[src/hw/rtl/lnf_pkg.sv]
`timescale 1ns / 1ps
package lnf_pkg;

    localparam int unsigned CUR_W   = 24;
    localparam int unsigned V_W     = 32;
    localparam int unsigned GAIN_W  = 16;
    localparam int unsigned POS_W   = 31;
    localparam int unsigned PROD_W  = CUR_W + GAIN_W + 1;
    localparam int unsigned ACC_W   = 43;
    localparam int unsigned ADDR_W  = 5;
    localparam int unsigned IDX_W   = 3;

    localparam logic [IDX_W-1:0] REG_THRESHOLD = 3'd0;
    localparam logic [IDX_W-1:0] REG_GAIN      = 3'd1;
    localparam logic [IDX_W-1:0] REG_DRAIN     = 3'd2;
    localparam logic [IDX_W-1:0] REG_KICK      = 3'd3;
    localparam logic [IDX_W-1:0] REG_SWING     = 3'd4;

    localparam logic signed [V_W-1:0]  THRESHOLD_RST = 32'sd32768;
    localparam logic [GAIN_W-1:0]      GAIN_RST      = 16'd256;
    localparam logic [POS_W-1:0]       DRAIN_RST     = 31'd0;
    localparam logic [POS_W-1:0]       KICK_RST      = 31'd0;
    localparam logic [POS_W-1:0]       SWING_RST     = 31'd65536;

    typedef struct packed {
        logic signed [V_W-1:0] threshold;
        logic [GAIN_W-1:0]     input_gain;
        logic [POS_W-1:0]      fire_drain;
        logic [POS_W-1:0]      feedback_kick;
        logic [POS_W-1:0]      reset_swing;
    } t_cfg;

    typedef struct packed {
        logic                  output_high;
        logic                  spiked;
        logic signed [V_W-1:0] membrane;
    } t_result;

endpackage

[src/hw/rtl/lnf_fifo.sv]
`timescale 1ns / 1ps
module lnf_fifo #(
    parameter int unsigned W = 1
) (
    input  logic         i_clk,
    input  logic         i_rst_n,
    input  logic         i_push,
    input  logic [W-1:0] i_data,
    output logic         o_full,
    input  logic         i_pop,
    output logic         o_empty,
    output logic [W-1:0] o_data
);

    logic [W-1:0] r_mem [2];
    logic         r_wr_ptr;
    logic         r_rd_ptr;
    logic [1:0]   r_count;
    logic         w_do_push;
    logic         w_do_pop;

    assign o_full    = (r_count == 2'd2);
    assign o_empty   = (r_count == 2'd0);
    assign o_data    = r_mem[r_rd_ptr];
    assign w_do_push = i_push && !o_full;
    assign w_do_pop  = i_pop && !o_empty;

    always_ff @(posedge i_clk) begin
        if (w_do_push) begin
            r_mem[r_wr_ptr] <= i_data;
        end
    end

    always_ff @(posedge i_clk) begin
        if (!i_rst_n) begin
            r_wr_ptr <= 1'b0;
            r_rd_ptr <= 1'b0;
            r_count  <= 2'd0;
        end else begin
            if (w_do_push) begin
                r_wr_ptr <= !r_wr_ptr;
            end
            if (w_do_pop) begin
                r_rd_ptr <= !r_rd_ptr;
            end
            if (w_do_push && !w_do_pop) begin
                r_count <= r_count + 2'd1;
            end else if (w_do_pop && !w_do_push) begin
                r_count <= r_count - 2'd1;
            end
        end
    end

endmodule

[src/hw/rtl/lnf_core.sv]
`timescale 1ns / 1ps
module lnf_core (
    input  logic                                    i_clk,
    input  logic                                    i_rst_n,
    input  logic                                    i_valid,
    input  logic signed [lnf_pkg::CUR_W-1:0]        i_current,
    input  lnf_pkg::t_cfg                           i_cfg,
    input  logic                                    i_out_full,
    output logic                                    o_take,
    output lnf_pkg::t_result                        o_result
);

    localparam int unsigned AW = lnf_pkg::ACC_W;
    localparam int unsigned VW = lnf_pkg::V_W;

    logic signed [VW-1:0]                 r_membrane;
    logic                                 r_last;

    logic                                 w_high;
    logic signed [lnf_pkg::PROD_W-1:0]    w_prod;
    logic signed [AW-1:0]                 w_prior;
    logic signed [AW-1:0]                 w_thr;
    logic signed [AW-1:0]                 w_drain;
    logic signed [AW-1:0]                 w_kick;
    logic signed [AW-1:0]                 w_cand;
    logic signed [AW-1:0]                 w_next;
    logic signed [AW-1:0]                 w_swing;
    logic                                 w_up;
    logic                                 w_down;
    logic signed [VW-1:0]                 w_sat;

    assign o_take = i_valid && !i_out_full;
    assign w_high = (r_membrane > i_cfg.threshold);

    always_comb begin
        w_prod  = $signed(i_current) * $signed({1'b0, i_cfg.input_gain});
        w_prior = {{(AW-VW){r_membrane[VW-1]}}, r_membrane};
        w_thr   = {{(AW-VW){i_cfg.threshold[VW-1]}}, i_cfg.threshold};
        w_swing = {{(AW-lnf_pkg::POS_W){1'b0}}, i_cfg.reset_swing};
        w_drain = w_high ? {{(AW-lnf_pkg::POS_W){1'b0}}, i_cfg.fire_drain} : '0;
        if (w_high && !r_last) begin
            w_kick = {{(AW-lnf_pkg::POS_W){1'b0}}, i_cfg.feedback_kick};
        end else if (!w_high && r_last) begin
            w_kick = -{{(AW-lnf_pkg::POS_W){1'b0}}, i_cfg.feedback_kick};
        end else begin
            w_kick = '0;
        end
        w_cand = w_prior + {{(AW-lnf_pkg::PROD_W){w_prod[lnf_pkg::PROD_W-1]}}, w_prod}
                 - w_drain + w_kick;
        w_up   = (w_cand > w_thr) && (r_membrane <= i_cfg.threshold);
        w_down = (w_cand < w_thr) && (r_membrane >= i_cfg.threshold);
        priority if (w_up) begin
            w_next = w_thr + w_swing;
        end else if (w_down) begin
            w_next = w_thr - w_swing;
        end else begin
            w_next = w_cand;
        end
        // clamp to signed 32-bit range
        if (!w_next[AW-1] && (w_next[AW-2:VW-1] != '0)) begin
            w_sat = {1'b0, {(VW-1){1'b1}}};
        end else if (w_next[AW-1] && (w_next[AW-2:VW-1] != '1)) begin
            w_sat = {1'b1, {(VW-1){1'b0}}};
        end else begin
            w_sat = w_next[VW-1:0];
        end
    end

    always_comb begin
        o_result.output_high = w_high;
        o_result.spiked      = w_up || w_down;
        o_result.membrane    = w_sat;
    end

    always_ff @(posedge i_clk) begin
        if (!i_rst_n) begin
            r_membrane <= '0;
            r_last     <= 1'b0;
        end else if (o_take) begin
            r_membrane <= w_sat;
            r_last     <= w_high;
        end
    end

endmodule

[src/hw/rtl/lif_neuron_feedback_step_unit.sv]
`timescale 1ns / 1ps
// An item pushed into the input queue passes the core combinationally and is
// then registered in the result queue, where its result is visible (empty low)
// and can be popped. Throughput: one item per cycle while the result queue is
// not full; the core's membrane update (multiply-add, compare, clamp) is
// combinational. Reset (synchronous, active low): queues empty, membrane and
// output bit zero, registers back to their default values.
module lif_neuron_feedback_step_unit (
    input  logic                                i_clk,
    input  logic                                i_rst_n,
    input  logic                                push,
    output logic                                full,
    input  logic signed [lnf_pkg::CUR_W-1:0]    i_iin_current,
    output logic                                empty,
    input  logic                                pop,
    output logic                                o_output_high,
    output logic                                o_spiked,
    output logic signed [lnf_pkg::V_W-1:0]      o_membrane,
    input  logic                                psel,
    input  logic                                penable,
    input  logic                                pwrite,
    input  logic [lnf_pkg::ADDR_W-1:0]          paddr,
    input  logic [31:0]                         pwdata,
    output logic [31:0]                         prdata,
    output logic                                pready
);

    localparam int unsigned RW = $bits(lnf_pkg::t_result);

    lnf_pkg::t_cfg                      r_cfg;
    logic [lnf_pkg::IDX_W-1:0]          w_idx;
    logic                               w_cfg_wr;

    logic                               w_in_empty;
    logic [lnf_pkg::CUR_W-1:0]          w_in_data;
    logic                               w_take;
    logic                               w_out_full;
    lnf_pkg::t_result                   w_core_res;
    lnf_pkg::t_result                   w_out_res;

    assign pready   = 1'b1;
    assign w_idx    = paddr[lnf_pkg::ADDR_W-1:2];
    assign w_cfg_wr = psel && penable && pwrite && pready;

    always_ff @(posedge i_clk) begin
        if (!i_rst_n) begin
            r_cfg.threshold     <= lnf_pkg::THRESHOLD_RST;
            r_cfg.input_gain    <= lnf_pkg::GAIN_RST;
            r_cfg.fire_drain    <= lnf_pkg::DRAIN_RST;
            r_cfg.feedback_kick <= lnf_pkg::KICK_RST;
            r_cfg.reset_swing   <= lnf_pkg::SWING_RST;
        end else if (w_cfg_wr) begin
            unique case (w_idx)
                lnf_pkg::REG_THRESHOLD: r_cfg.threshold     <= pwdata;
                lnf_pkg::REG_GAIN:      r_cfg.input_gain    <= pwdata[lnf_pkg::GAIN_W-1:0];
                lnf_pkg::REG_DRAIN:     r_cfg.fire_drain    <= pwdata[lnf_pkg::POS_W-1:0];
                lnf_pkg::REG_KICK:      r_cfg.feedback_kick <= pwdata[lnf_pkg::POS_W-1:0];
                lnf_pkg::REG_SWING:     r_cfg.reset_swing   <= pwdata[lnf_pkg::POS_W-1:0];
                default: ;
            endcase
        end
    end

    always_comb begin
        unique case (w_idx)
            lnf_pkg::REG_THRESHOLD: prdata = r_cfg.threshold;
            lnf_pkg::REG_GAIN:      prdata = {16'd0, r_cfg.input_gain};
            lnf_pkg::REG_DRAIN:     prdata = {1'b0, r_cfg.fire_drain};
            lnf_pkg::REG_KICK:      prdata = {1'b0, r_cfg.feedback_kick};
            lnf_pkg::REG_SWING:     prdata = {1'b0, r_cfg.reset_swing};
            default:                prdata = '0;
        endcase
    end

    // front: input item queue
    lnf_fifo #(
        .W (lnf_pkg::CUR_W)
    ) u_in_q (
        .i_clk   (i_clk),
        .i_rst_n (i_rst_n),
        .i_push  (push),
        .i_data  (i_iin_current),
        .o_full  (full),
        .i_pop   (w_take),
        .o_empty (w_in_empty),
        .o_data  (w_in_data)
    );

    lnf_core u_core (
        .i_clk      (i_clk),
        .i_rst_n    (i_rst_n),
        .i_valid    (!w_in_empty),
        .i_current  ($signed(w_in_data)),
        .i_cfg      (r_cfg),
        .i_out_full (w_out_full),
        .o_take     (w_take),
        .o_result   (w_core_res)
    );

    // back: result queue
    lnf_fifo #(
        .W (RW)
    ) u_out_q (
        .i_clk   (i_clk),
        .i_rst_n (i_rst_n),
        .i_push  (w_take),
        .i_data  (w_core_res),
        .o_full  (w_out_full),
        .i_pop   (pop),
        .o_empty (empty),
        .o_data  (w_out_res)
    );

    assign o_output_high = w_out_res.output_high;
    assign o_spiked      = w_out_res.spiked;
    assign o_membrane    = w_out_res.membrane;

endmodule
[config.mk]
export PLATFORM = sky130hd
export DESIGN_NAME = lif_neuron_feedback_step_unit
export DESIGN_NICKNAME = d
export VERILOG_FILES = /design/src/hw/rtl/lnf_pkg.sv /design/src/hw/rtl/lnf_fifo.sv /design/src/hw/rtl/lnf_core.sv /design/src/hw/rtl/lif_neuron_feedback_step_unit.sv
export SDC_FILE = /design/constraint.sdc
export NUM_CORES = 2
export LEC_CHECK = 0
export BUFFER_PORTS_ARGS = -buffer_cell sky130_fd_sc_hd__buf_2
export CORE_ASPECT_RATIO = 0.5
export CORE_MARGIN = 8
export CORE_UTILIZATION = 45
export DETAILED_ROUTE_END_ITERATION = 16
export GPL_TIMING_DRIVEN = 0
export HOLD_SLACK_MARGIN = 0.08
export PLACE_DENSITY_LB_ADDON = 0.12
export SLEW_MARGIN = 5
export SYNTH_ARGS = -nofsm -noshare
export SYNTH_HDL_FRONTEND = slang
export SYNTH_SLANG_ARGS = --single-unit
[constraint.sdc]
create_clock -name i_clk -period 38.5 [get_ports i_clk]
set_input_delay 5.775 -clock i_clk [delete_from_list [all_inputs] [get_ports i_clk]]
set_output_delay 5.775 -clock i_clk [all_outputs]
set_load 0.02 [all_outputs]
* Yosys cells after proc, flatten, opt, wreduce, memory -nomap -nowiden
Memories as Yosys holds them, arrays and structs flattened. A register that Yosys moved wholly into a read port is not among the register bits. Index checks and enable logic that the tools add are counted.
Storage, ports and cells: flip-flop bits (word level) 182, logic and storage cells 102, memories kept 2, bits in writable memories 116, output and inout port bits 69, input port bits 68
Operators by class: equal/unequal tests 7, $lt $le $gt $ge 5, multipliers 1, reductions and logical operators 44, add/sub/neg operators 10, mux-type cells 20
Memory list:
- u_out_q.r_mem | depth 2, width 34, rd ports 1, clocked after Yosys merged registers in 1, wr ports 1, line lnf_fifo.sv:15 | logic [W-1:0] r_mem [2];
- u_in_q.r_mem | depth 2, width 24, rd ports 1, clocked after Yosys merged registers in 1, wr ports 1, line lnf_fifo.sv:15
Operators with widths (number):
- 2-to-1 mux 43 bit | 4
- one-hot mux 32 bit (5 select lines) | 1
- 2-to-1 mux 32 bit | 2
- adder 43 bit | 1
- greater-than comparator 43 x 32 -> 1 bit | 1
- less-than comparator 43 x 32 -> 1 bit | 1
- negator 31 -> 43 bit | 1
- subtractor 43 bit | 1
- adder 32 x 41 -> 42 bit | 1
- multiplier 24 x 17 -> 41 bit | 1
- adder 32 x 32 -> 33 bit | 1
- subtractor 32 x 32 -> 33 bit | 1
- >= comparator 32 bit | 1
- greater-than comparator 32 bit | 1
- <= comparator 32 bit | 1
- 2-to-1 mux 31 bit | 1
- logical AND 1 bit | 17
- zero test 1 bit | 15
- inequality test 11 bit (second input constant) | 1
- nonzero test 11 bit | 1
- AND reduction 2 bit | 5
- 2-to-1 mux 1 bit | 8
- 2-to-1 mux 2 bit | 4
- == test 3 x 2 -> 1 bit (second input constant) | 2
- other kinds (9) | 14

* Longest topological paths before layout
word-level depth 14, gate-level depth with buffers 58, depth with buffers taken out 52

* Hierarchy
From an unflattened synthesis, not the netlist that was laid out.
Unflattened totals: cells, all modules 4174, area, all modules 37198.2 µm²
Modules (own cells, without submodules):
- lnf_core | cells each 3288, seq. area each 660.6 µm², instances 1, area each 26230.2 µm²
- lif_neuron_feedback_step_unit | cells each 655, seq. area each 2822.7 µm², instances 1, area each 6321.1 µm²
- lnf_fifo at u_out_q | cells each 131, seq. area each 2142.1 µm², instances 1, area each 2686.3 µm²
- lnf_fifo at u_in_q | cells each 100, seq. area each 1541.5 µm², instances 1, area each 1960.6 µm²

* Least setup slack after synthesis
No wires, ideal clock.
path kind in2out, start point input paddr[3] in the netlist's numbering, end point output prdata[0], arrival 7278 ps, path slack 25447 ps, required time 32725 ps, stages 5, path buffers 2, path through clkbuf_1 -> buf_1 -> mux2i_1 -> o21ai_0 -> a221o_1
Between the ends: word-level cells in the longest chain between the ends 2, elaborated cells between the ends (all ways) 6, classes of those cells eq/ne (4); mux (1); reduce/logical (1)
RTL lines:
- from (decl) | line lif_neuron_feedback_step_unit.sv:22 | input logic [lnf_pkg::ADDR_W-1:0] paddr,
- == test 3 bit, or another cell as far along | line lif_neuron_feedback_step_unit.sv:65 | unique case (w_idx)
- one-hot mux 32 bit (5 select lines) (*) | line lif_neuron_feedback_step_unit.sv:65
- to (decl) | line lif_neuron_feedback_step_unit.sv:24 | output logic [31:0] prdata,
Every way passes the cells marked *; elsewhere a longest branch is shown, timed or not.

==> impl_metrics.ini <==
[floorplan]
core_um2 = 81900
die-height_um = 220
die_width_um = 424
starting_utilization_of_the_core_area_pct = 45.6
floorplan.die_area_um2 = 93100
io-pin-count = 137
rows = 74

[global_route]
grt.overflow.total = 0
grt_start_max_net_pins = 35
first_global_vias = 31674
grt_first_pass_wirelength_um = 210000
track_usage_pct = 30.0
antenna_found_initial = 8

[cells_and_area]
final_design_area_no_fill_um2 = 40500
area_added_between_synthesis_and_finish_pct = 8.23
post-route-util_pct = 49.4
layout.filler_cells = 8024
drive_gt1_share_pct = 6.61
final_stage_net_count = 5311

[yosys]
async_flop_share_pct = 0
synth_edf_count = 116
syn-cell-area_um2 = 37400
synthTopCellsByCount = sky130_fd_sc_hd__inv_1, sky130_fd_sc_hd__nand2_1, sky130_fd_sc_hd__fa_1
synthCells = 4332
synth_flop_cell = sky130_fd_sc_hd__dfxtp_1
synth_nets = 5146
yosys.cell_count.top_type = sky130_fd_sc_hd__inv_1
netlist_top_cells_area = sky130_fd_sc_hd__fa_1, sky130_fd_sc_hd__ha_1, sky130_fd_sc_hd__dfxtp_1, sky130_fd_sc_hd__edfxtp_1, sky130_fd_sc_hd__inv_1
synth.yosys.seq_area_share_pct = 19.2
syn_avg_cell_area_um2 = 8.63
synth_top_area_cell = sky130_fd_sc_hd__fa_1
synth_seq_cells = 300
yosysWarningCount = 0
synthDistinctLibCells = 91
synth_top_area_share_pct = 24.0

[min_path]
timing.hold.worst.class = reg2reg

[sta]
finalClockSkew_ns = 0.0537
post-route-min-period_ns = 16.68
post_route_setup_tns_ns = 0
max_slew.worst_pin.slew_ns = 1.53
timing.final.ws_setup_ns = 21.82
timing_hold_violations_final = 0
final-setup-viol-count = 0
worst_slew_margin_rel_pct = -2.70
fin_crit_sh_pct = 43.3
grt_setup_unrepaired = no
max_slew_violation_total_from_the_final_report = 8
max_clock_freq_mhz = 59.9

[cts]
clk_root_buffer_cell = sky130_fd_sc_hd__clkbuf_16
cells_resized_by_post_cts_repair = 0
cts-htree-levels = 1
clock_insertion_delay_at_the_later_pin_of_the_skew_report_ns = 0.64
cts_tree = yes
cts_made_buffers = 30
cts-root-to-sink-buffers = 3
cts.sinks = 300
clkTransAtPathRegs_ns = 0.06
post-cts-setup-buffers = 0
holdBufCountCts = 0

[drt]
detail_route.iter0.violations = 3432
drc = 0
ant_nets = 0
routed_wirelength_um = 141000
dr_total_vias = 32432
post_drt_wl_per_cell_um = 25.1
via_per_inst = 5.77
drt_pass1_iterations = 5

[worst_setup_path]
cpMostUsedCell = sky130_fd_sc_hd__fa_1
worst_path_max_delay_cell = sky130_fd_sc_hd__buf_1
critPathKind = reg2reg
timing.critical_path.slowest_cell_delay_ns = 0.65
worstPathMaxFanout = 10
startpoint_type = register
cp.arrival_ns = 17.01
worstPathRequired_ns = 38.83
cp-end-kind = register

[placement]
dpl.hpwl_um = 119000
gp_congestion = 0.985
placement.setup.worst_slack_ns = 22.15
place.port_buffers = 132
placed_cell_area_um2 = 39500

[run]
maxCapViolCount = 1

[status]
outcome = finished with violations
failed_checks = max-capacitance violations, max-slew violations
## stage by stage
stage	instances	hold slack [ns]
floorplan	4332	0.452
global placement	5566	0.492
detailed placement	5567	0.495
CTS	5623	0.505
global route	5623	0.531
finish	5625	0.505
## worst paths after layout
| check | slack (ns) | cells past startpoint | end | start |
|---|---|---|---|---|
| hold / removal | 0.50 | 2 | r_cfg[88]$_SDFFE_PN0P_ | r_cfg[88]$_SDFFE_PN0P_ |
| hold reg to reg | 0.50 | 2 | r_cfg[88]$_SDFFE_PN0P_ | r_cfg[88]$_SDFFE_PN0P_ |
| setup / recovery | 21.82 | 52 | u_out_q.r_mem[1][26]$_DFFE_PP_ | register |
| setup reg to reg | 21.82 | 52 | u_out_q.r_mem[1][26]$_DFFE_PP_ | register |
## cell usage in the layout, fill, tap and decap left out, types with 116 or more instances in the layout
cell,synthesis,layout
sky130_fd_sc_hd__a21boi_0,146,146
sky130_fd_sc_hd__a21oi_1,173,173
sky130_fd_sc_hd__and2_1,218,217
sky130_fd_sc_hd__buf_2,4,136
sky130_fd_sc_hd__clkbuf_1,202,207
sky130_fd_sc_hd__dfxtp_1,184,184
sky130_fd_sc_hd__edfxtp_1,116,116
sky130_fd_sc_hd__fa_1,449,449
sky130_fd_sc_hd__ha_1,297,297
sky130_fd_sc_hd__inv_1,702,703
sky130_fd_sc_hd__nand2_1,675,675
sky130_fd_sc_hd__o21ai_0,140,140
## sequential cells by signal, summed over array words and instances, names as in the netlist, named ones only
register / count
u_out_q.r_mem: 68
u_core.r_membrane: 32
u_in_q.r_mem: 48
u_in_q.r_rd_ptr: 1
u_out_q.r_rd_ptr: 1
u_in_q.r_wr_ptr: 1
u_out_q.r_count: 2
u_core.r_last: 1
u_in_q.r_count: 2
r_cfg: 141
u_out_q.r_wr_ptr: 1
## final cells by class
| class | instances | area, um2 | share of cell area (%) |
|---|---|---|---|
| antenna | 2 | 5.00 | 0.0124 |
| buffer | 224 | 887 | 2.19 |
| clock buffer | 38 | 811 | 2.00 |
| clock inverter | 18 | 171 | 0.424 |
| inverter | 703 | 2640 | 6.52 |
| multi-input combinational | 3105 | 26700 | 66.0 |
| sequential | 300 | 7170 | 17.7 |
| tap | 1102 | 1380 | 3.41 |
| timing repair buffer | 133 | 688 | 1.70 |
## cells by family (layout without fill, tap and decap cells)
kind of cell    count (synthesis)  count (layout)  synth area share (%)
xor+xnor                      105             105                  2.50
buf+inv                       927            1116                  9.43
simple gates                 1297            1297                  16.4
flops                         300             300                  19.2
fa+ha+maj                     746             746                  34.0
compound gates                881             881                  16.4
other cells                     1               3                0.0100
mux                            75              75                  2.20
## routing by layer
metal  track usage, %  wire [um]  vias to the layer above  share of wire [%]
met1             45.8      66700                    16336                 47
met4             6.44       3550                       14                2.5
met5                0         95                        -              0.067
met2             43.3      57000                     1315                 40
li1                 -          -                    14599                  -
met3             6.23      14100                      168                 10
## worst max-delay path: cells and delay by family, from the launching register on
family,cells,cell delay [ns]
xor gates and xnor gates,3,1.22
and+or+nand+nor,13,3.71
AOI/OAI and AO/OA,15,3.62
DFF,1,0.31
muxes,1,0.45
adders and majority gates,10,4.66
buffers and inverters,10,2.41
Power is left out: the tool's default activity adds up to more than one toggle a clock period on the data nets, which glitch-free logic cannot reach.
